## src/design/swadc_pkg.sv

```systemverilog
package swadc_pkg;

  localparam int MAX_WIDTH  = 128;
  localparam int MAX_HEIGHT = 128;
  localparam int MAX_RADIUS = 8;

  localparam int DEPTH  = MAX_WIDTH * MAX_HEIGHT;
  localparam int ADDR_W = $clog2(DEPTH);

  localparam int X_W        = 7;
  localparam int PIX_W      = 8;
  localparam int RGB_W      = 3 * PIX_W;
  localparam int SIZE_W     = 8;
  localparam int RADIUS_W   = 4;
  localparam int CFG_IDX_W  = 2;
  localparam int CFG_DATA_W = 8;
  localparam int COST_W     = 42;
  localparam int COUNT_W    = 8;
  localparam int COUNT_MAX  = 255;

  localparam int CW       = 10;
  localparam int MAX_SPAN = 2 * MAX_RADIUS - 1;
  localparam int MAX_POS  = MAX_SPAN * MAX_SPAN;
  localparam int OW       = $clog2(2 * MAX_RADIUS);
  localparam int CNT_W    = $clog2(MAX_POS + 2);
  localparam int SUM_W    = PIX_W + $clog2(MAX_POS + 1);
  localparam int PROD_W   = 2 * SUM_W;
  localparam int SQ_W     = PROD_W + 2;
  localparam int DEN_W    = 2 * CNT_W;
  localparam int FRAC_BITS = 8;
  localparam int NUM_W    = SQ_W + FRAC_BITS;
  localparam int QW       = (NUM_W > COST_W) ? NUM_W : COST_W;
  localparam int DIV_CNT_W = $clog2(QW);

  localparam logic MODE_LOAD  = 1'b0;
  localparam logic MODE_QUERY = 1'b1;

  localparam logic [CFG_IDX_W-1:0] CFG_WIDTH  = 2'd0;
  localparam logic [CFG_IDX_W-1:0] CFG_HEIGHT = 2'd1;
  localparam logic [CFG_IDX_W-1:0] CFG_RADIUS = 2'd2;

  localparam int MUL_W = 3;
  localparam logic [MUL_W-1:0] MUL_RED   = 3'd0;
  localparam logic [MUL_W-1:0] MUL_GREEN = 3'd1;
  localparam logic [MUL_W-1:0] MUL_BLUE  = 3'd2;
  localparam logic [MUL_W-1:0] MUL_COUNT = 3'd3;
  localparam logic [MUL_W-1:0] MUL_LOAD  = 3'd4;

  typedef struct packed {
    logic             mode;
    logic [X_W-1:0]   x;
    logic [X_W-1:0]   y;
    logic [X_W-1:0]   disparity;
    logic [PIX_W-1:0] left_red;
    logic [PIX_W-1:0] left_green;
    logic [PIX_W-1:0] left_blue;
    logic [PIX_W-1:0] right_red;
    logic [PIX_W-1:0] right_green;
    logic [PIX_W-1:0] right_blue;
  } swadc_item_t;

  typedef struct packed {
    logic             load_wr;
    logic             query_start;
    logic             walk;
    logic             mul_en;
    logic [MUL_W-1:0] mul_sel;
    logic             div_en;
    logic             load_out;
  } swadc_cmd_t;

  typedef struct packed {
    logic radius_zero;
    logic walk_last;
    logic out_free;
  } swadc_sts_t;

endpackage

```

## src/design/swadc_ctrl.sv

```systemverilog
module swadc_ctrl import swadc_pkg::*; (
  input  logic       clk,
  input  logic       rst_n,
  input  logic       in_valid,
  input  logic       in_mode,
  output logic       in_ready,
  input  swadc_sts_t sts,
  output swadc_cmd_t cmd
);

  localparam logic [2:0] S_IDLE  = 3'd0;
  localparam logic [2:0] S_WALK  = 3'd1;
  localparam logic [2:0] S_DRAIN = 3'd2;
  localparam logic [2:0] S_MUL   = 3'd3;
  localparam logic [2:0] S_DIV   = 3'd4;
  localparam logic [2:0] S_OUT   = 3'd5;

  localparam logic [DIV_CNT_W-1:0] DIV_LAST = DIV_CNT_W'(QW - 1);

  logic [2:0]           state_r, state_nxt;
  logic [MUL_W-1:0]     mul_cnt_r, mul_cnt_nxt;
  logic [DIV_CNT_W-1:0] div_cnt_r, div_cnt_nxt;
  logic                 accept;

  assign in_ready = (state_r == S_IDLE);
  assign accept   = in_valid && in_ready;

  always_comb begin
    cmd             = '0;
    cmd.load_wr     = accept && (in_mode == MODE_LOAD);
    cmd.query_start = accept && (in_mode == MODE_QUERY);
    cmd.walk        = (state_r == S_WALK);
    cmd.mul_en      = (state_r == S_MUL);
    cmd.mul_sel     = mul_cnt_r;
    cmd.div_en      = (state_r == S_DIV);
    cmd.load_out    = (state_r == S_OUT) && sts.out_free;
  end

  always_comb begin
    state_nxt = state_r;
    unique case (state_r)
      S_IDLE: begin
        if (cmd.query_start) begin
          state_nxt = sts.radius_zero ? S_MUL : S_WALK;
        end
      end
      S_WALK: begin
        if (sts.walk_last) begin
          state_nxt = S_DRAIN;
        end
      end
      S_DRAIN: state_nxt = S_MUL;
      S_MUL: begin
        if (mul_cnt_r == MUL_LOAD) begin
          state_nxt = S_DIV;
        end
      end
      S_DIV: begin
        if (div_cnt_r == DIV_LAST) begin
          state_nxt = S_OUT;
        end
      end
      S_OUT: begin
        if (sts.out_free) begin
          state_nxt = S_IDLE;
        end
      end
      default: state_nxt = S_IDLE;
    endcase
  end

  assign mul_cnt_nxt = ((state_r == S_MUL) && (mul_cnt_r != MUL_LOAD)) ?
                       mul_cnt_r + 1'b1 : MUL_RED;
  assign div_cnt_nxt = ((state_r == S_DIV) && (div_cnt_r != DIV_LAST)) ?
                       div_cnt_r + 1'b1 : '0;

  always_ff @(posedge clk) begin
    if (!rst_n) begin
      state_r   <= S_IDLE;
      mul_cnt_r <= MUL_RED;
      div_cnt_r <= '0;
    end else begin
      state_r   <= state_nxt;
      mul_cnt_r <= mul_cnt_nxt;
      div_cnt_r <= div_cnt_nxt;
    end
  end

`ifndef ASSERT_OFF
  a_walk_to_drain: assert property (@(posedge clk) disable iff (!rst_n)
    (state_r == S_WALK) && sts.walk_last |=> (state_r == S_DRAIN))
    else $error("Window walk did not end in the drain state.");

  a_drain_to_mul: assert property (@(posedge clk) disable iff (!rst_n)
    (state_r == S_DRAIN) |=> (state_r == S_MUL) && (mul_cnt_r == MUL_RED))
    else $error("Squaring did not start from the first step.");

  a_full_divide: assert property (@(posedge clk) disable iff (!rst_n)
    (state_r == S_OUT) && ($past(state_r) == S_DIV) |-> ($past(div_cnt_r) == DIV_LAST))
    else $error("Division left before all quotient bits were formed.");

  a_no_transfer_busy: assert property (@(posedge clk) disable iff (!rst_n)
    (state_r != S_IDLE) |-> !(cmd.load_wr || cmd.query_start))
    else $error("Input transfer taken while a query is in progress.");
`endif

endmodule

```

## config.mk

```make
export PLATFORM = sky130hd
export DESIGN_NAME = swadc_ctrl
export DESIGN_NICKNAME = d
export VERILOG_FILES = /design/src/design/swadc_pkg.sv /design/src/design/swadc_ctrl.sv
export SDC_FILE = /design/constraint.sdc
export NUM_CORES = 1
export LEC_CHECK = 0
export ABC_AREA = 1
export BUFFER_PORTS_ARGS = -buffer_cell sky130_fd_sc_hd__buf_2
export CAP_MARGIN = 15
export CORE_MARGIN = 1
export CORE_UTILIZATION = 50
export DETAILED_ROUTE_END_ITERATION = 6
export PLACE_DENSITY = 0.77
export SETUP_SLACK_MARGIN = 0.02
export SYNTH_ARGS = -nofsm -noshare
export SYNTH_HDL_FRONTEND = slang
export SYNTH_SLANG_ARGS = --single-unit
```

## constraint.sdc

```tcl
create_clock -name clk -period 2.34 [get_ports clk]
set_clock_uncertainty 0.05 [all_clocks]
set_input_delay 0.585 -clock clk [delete_from_list [all_inputs] [get_ports clk]]
set_output_delay 0.585 -clock clk [all_outputs]
set_load 0.01 [all_outputs]
```

== Word level (Yosys, flattened, before mapping) ==
Cells that the tools add are included.

* Add/subtract/negate cells: 2
* Eq/ne operators: 14
* Mux-type cells: 7
* Bitwise operators: 1
* Reductions and logical operators: 10

{| class="wikitable"
|+ Operator list
! operator !! count
|-
| $pmux W3 S6 || 1
|-
| $mux W3 || 5
|-
| $eq A3 B3 Y1 const B || 3
|-
| $add A6 B1 Y6 const B || 1
|-
| $eq A3 B2 Y1 const B || 2
|-
| $eq A6 B6 Y1 const B || 1
|-
| $logic_and A1 B1 Y1 || 6
|-
| $ne A2 B1 Y1 const B || 3
|-
| $ne A6 B6 Y1 const B || 1
|-
| $reduce_and A5 Y1 || 1
|-
| $ne A2 B2 Y1 const B || 2
|-
| $reduce_and A2 Y1 || 2
|-
| $add A3 B1 Y3 const B || 1
|-
| $eq A3 B1 Y1 const B || 1
|-
| $logic_not A3 Y1 || 1
|-
| $ne A3 B3 Y1 const B || 1
|-
| $mux W2 || 1
|-
| $not A1 Y1 || 1
|}

* Register bits: 12
* Input port bits: 7
* Output and inout port bits: 10
* Word-level logic and storage cells: 37

== Logic depth before layout (Yosys ltp) ==
* Depth in word-level cells: 5
* Mapped depth: 10
* Depth with buffers taken out: 10

== Worst setup path before layout ==
OpenSTA, ideal clock, no wires.

* Path kind: reg2out
* Start: reg state_r[0]
* End: out cmd[7] (netlist name)
* Arrival: 0.915 ns
* Data required time: 1.705 ns
* Setup slack: 0.790 ns
* Stages on the path, launching flop included: 6
* Buffers on the path: 0
* Cells stage by stage: dfxtp_1 inv_1 nand2_2 nor2_4 nand2_1 nor2_1

{| class="wikitable"
|+ RTL lines
! element !! line !! source
|-
| start, declared || swadc_ctrl.sv:20 || <nowiki>logic [2:0] state_r, state_nxt;</nowiki>
|-
| start signal, assigned || swadc_ctrl.sv:83 || <nowiki>state_r <= state_nxt;</nowiki>
|-
| end, declared || swadc_ctrl.sv:8 || <nowiki>output swadc_cmd_t cmd</nowiki>
|}

==> tab_implementation.tex <==
\begin{tabular}{lr}
\hline
Metric & Value \\
\hline
\multicolumn{2}{l}{\textbf{Yosys}} \\
Number of instances in the synthesized netlist & between 90 and 100 \\
Biggest area contributors in the synthesized netlist & sky130\_fd\_sc\_hd\_\_dfxtp\_1, sky130\_fd\_sc\_hd\_\_nor2\_1, sky130\_fd\_sc\_hd\_\_ha\_1, sky130\_fd\_sc\_hd\_\_inv\_1, sky130\_fd\_sc\_hd\_\_nand3\_2 \\
Synthesis Warnings & 0 \\
Average cell area after synthesis & between 7 and 8 um\^{}2 \\
Cell type with the largest total area after synthesis & sky130\_fd\_sc\_hd\_\_dfxtp\_1 \\
Flops \& latches, synth & 12 \\
Number of enable-type register cells in the synthesized netlist & 0 \\
Asr flop ratio synth & 0\% \\
Fraction of the yosys area taken by sequential cells & approximately a third \\
Synthesized net count & approximately 100 \\
Number of different library cells in the post-synthesis netlist & 23 \\
Fraction of synthesized cell area taken by the top area cell type & about a third \\
Cell area after synthesis & approximately 700 um\^{}2 \\
Most instantiated flip-flop cell in the synthesis netlist & sky130\_fd\_sc\_hd\_\_dfxtp\_1 \\
\multicolumn{2}{l}{\textbf{Outcome}} \\
Status & complete, no violations \\
\multicolumn{2}{l}{\textbf{Clock tree}} \\
Root buf cell & sky130\_fd\_sc\_hd\_\_clkbuf\_4 \\
Number of levels the H-tree was split into & 1 \\
Number of buffers created by CTS & 3 \\
Clock edge transition at the registers on the reported setup and hold paths & $\sim$0.070 ns \\
Clock network latency to the later pin of the worst-skew pair & 0.27 ns \\
Post-CTS setup repair buffer count & 0 \\
Number of cells upsized or downsized after cts & 0 \\
Largest buffer count on any clock path & 2 \\
TritonCTS clock tree & done \\
CTS Hold Buffers Added & 0 \\
Num Clock Sinks & 12 \\
\multicolumn{2}{l}{\textbf{Power}} \\
Maximum vdd drop & around 0.43 mV \\
Pint & $\sim$0.45 mW \\
Sequential group share of total power & between 30\% and 40\% \\
Clock share of power & 21.2\% \\
Switching power as a share of total power & 40.6\% \\
PD cells & approximately 900 nW/um\^{}2 \\
P\_sw & $\sim$0.31 mW \\
Relative contribution of combinational cells to total power & between 40\% and 50\% \\
Total power draw & around 0.76 mW \\
Static leakage & $\sim$0.4 nW \\
\multicolumn{2}{l}{\textbf{Route}} \\
Detailed route wirelength on metal2 & roughly 600 um \\
Routed via count & 607 \\
Routed wl met3 & approximately 46 um \\
Post-detailed-route via-to-cell ratio & roughly 4.8 \\
DR pass1 iterations & 5 \\
Total routed wirelength & between 1000 and 1500 um \\
DRC violation total after the first TritonRoute iteration & 12 \\
Post-detailed-route wirelength per cell & around 9.5 um \\
Top Layer Used & met4 \\
Routed length on met1 & approximately 530 um \\
Residual DRC count & 0 \\
Post-route ant nets & 0 \\
\multicolumn{2}{l}{\textbf{Placement}} \\
Port Buffer Count & 16 \\
Hpwl dp & roughly 1000 um \\
Final estimated routing congestion in global placement & $\sim$0.7 \\
\multicolumn{2}{l}{\textbf{Critical path}} \\
Maximum cell stage delay along the critical path & 0.61 ns \\
Crit path required time & 1.70 ns \\
CP arrival & between 1 and 1.5 ns \\
Critical Path, Cell by Cell & inv\_2 > nor2\_2 > buf\_2 \\
Largest fanout on the critical path & 9 \\
Reg-to-reg setup timing slack & around 0.94 ns \\
Startpoint-to-endpoint class of the critical path & reg2out \\
Library cell contributing the largest single delay on the critical path & sky130\_fd\_sc\_hd\_\_dfxtp\_1 \\
Startpoint class of the critical path & register \\
Endpoint kind of the worst setup timing path & primary output \\
\multicolumn{2}{l}{\textbf{Die}} \\
Std-Cell Core Area & roughly 1300 um\^{}2 \\
Floorplan die height & between 30 and 40 um \\
Die Outline Area & roughly 1600 um\^{}2 \\
Initial core utilization & 54.1\% \\
Row Count & 13 \\
Floorplan die width & 39.5 um \\
Boundary Pins & 17 \\
\multicolumn{2}{l}{\textbf{Finish}} \\
Commonest cells after routing, fill and taps aside & sky130\_fd\_sc\_hd\_\_nor2\_1, sky130\_fd\_sc\_hd\_\_buf\_2, sky130\_fd\_sc\_hd\_\_inv\_1 \\
Area used by sequential logic in the layout & 240 um\^{}2 \\
Proportion of layout cells with a drive suffix above 1 & about 36\% \\
Area overhead of the layout relative to synthesis & 18.1\% \\
Final \#Nets & approximately 120 \\
Diode insertion count for antenna repair & 0 \\
Number of fill cells in the layout & 120 \\
Commonest non-fill, non-tap cell in the layout & sky130\_fd\_sc\_hd\_\_nor2\_1 \\
Area used by multi-input combinational logic & between 300 and 400 um\^{}2 \\
\multicolumn{2}{l}{\textbf{STA}} \\
Final Critical Period & around 2.0 ns \\
Count of endpoints failing hold in the final timing report & 0 \\
Transition at the pin with the smallest max-transition slack & about 0.47 ns \\
Final count of pins violating max slew & 0 \\
Fmax & between 400 and 500 MHz \\
Period Utilization, post-route & a little under nine tenths \\
Final-layout setup total negative slack & 0 ns \\
Count of final setup violators & 0 \\
Slew margin rel. & 68.9\% \\
Setup repair after global routing missed its margin & false \\
\multicolumn{2}{l}{\textbf{Global route}} \\
Global-route usage over all layers & 17.5\% \\
Vias in the first global route & between 400 and 500 \\
Initial antenna violation count & 0 \\
Global-route wire length before repair & $\sim$1800 um \\
Pin count of the biggest net entering global routing & 10 \\
Global-route congestion overflow total & 0 \\
\multicolumn{2}{l}{\textbf{Hold path}} \\
Worst min-delay path class & reg2reg \\
\multicolumn{2}{l}{\textbf{Job}} \\
Reported max-cap violation count & 0 \\
\hline
\end{tabular}
-- layout make-up --
cell class	count	area share, %
Tap cell	15	2.26
Inverter	17	7.67
Timing Repair Buffer	16	9.62
Sequential cell	12	28.9
Clock buffer	4	4.36
Multi-Input combinational cell	63	47.2
-- per-stage QoR --
step,setup WS (ns),hold slack (ns),utilization [%],instances,instance area [um^2]
2_1_floorplan,0.790,0.383,-,93,704
3_3_place_gp,0.719,0.396,61.2,123,796
3_5_place_dp,0.656,0.407,61.2,123,796
4_1_cts,0.338,0.425,63.9,127,832
5_1_grt,0.258,0.449,63.9,127,832
6_report,0.331,0.415,63.9,127,832
-- cell usage after synthesis (2+ instances only) --
master	n
sky130_fd_sc_hd__nor2_2	3
sky130_fd_sc_hd__nand3_1	3
sky130_fd_sc_hd__nand3_2	4
sky130_fd_sc_hd__nor2_1	20
sky130_fd_sc_hd__inv_2	4
sky130_fd_sc_hd__dfxtp_1	12
sky130_fd_sc_hd__nand4_1	2
sky130_fd_sc_hd__nand2_1	7
sky130_fd_sc_hd__nor2_4	2
sky130_fd_sc_hd__xnor2_1	3
sky130_fd_sc_hd__inv_1	13
sky130_fd_sc_hd__nand2_2	5
sky130_fd_sc_hd__a21oi_1	2
sky130_fd_sc_hd__ha_1	4
-- worst paths after layout --
kind | from | depth (start not counted) | to
max | state_r[2] | 3 | cmd[1]
min | mul_cnt_r[0] | 1 | mul_cnt_r[0]
max reg2reg | state_r[2] | 4 | div_cnt_r[2]
min reg2reg | mul_cnt_r[0] | 1 | mul_cnt_r[0]
-- state kept, by name, summed over array words and instances, names as in the netlist --
signal	flops
mul_cnt_r	3
div_cnt_r	6
state_r	3
-- power groups by stage --
| stage | sequential [mW] | clock, mW | combinational, mW |
|---|---|---|---|
| detailed placement | 0.282 | 0 | 0.323 |
| floorplan | 0.259 | 0 | 0.273 |
| global route | 0.283 | 0.174 | 0.362 |
| global placement | 0.280 | 0 | 0.317 |
| CTS | 0.278 | 0.167 | 0.324 |
| finish | 0.279 | 0.161 | 0.321 |
-- per-layer routing --
metal  vias to the layer above  track usage [%]
li1                        323                -
met1                       266             18.0
met2                        14             32.0
met3                         4             1.70
met4                         0             12.9
met5                         -                0
-- worst max-delay path, delay by kind of cell (launching register included) --
family        cells  cell delay [ns]
simple gates      1             0.23
buf+inv           2             0.27
flops             1             0.61
-- kinds of logic after synthesis --
family / after synthesis / share of synthesized area (%)
and+or+nand+nor: 49 / 37.7
buffers and inverters: 18 / 10.1
DFF: 12 / 34.1
AOI/OAI and AO/OA: 6 / 6.04
xor gates and xnor gates: 4 / 4.97
adders and majority gates: 4 / 7.11
(Power assumes the default switching activity.)
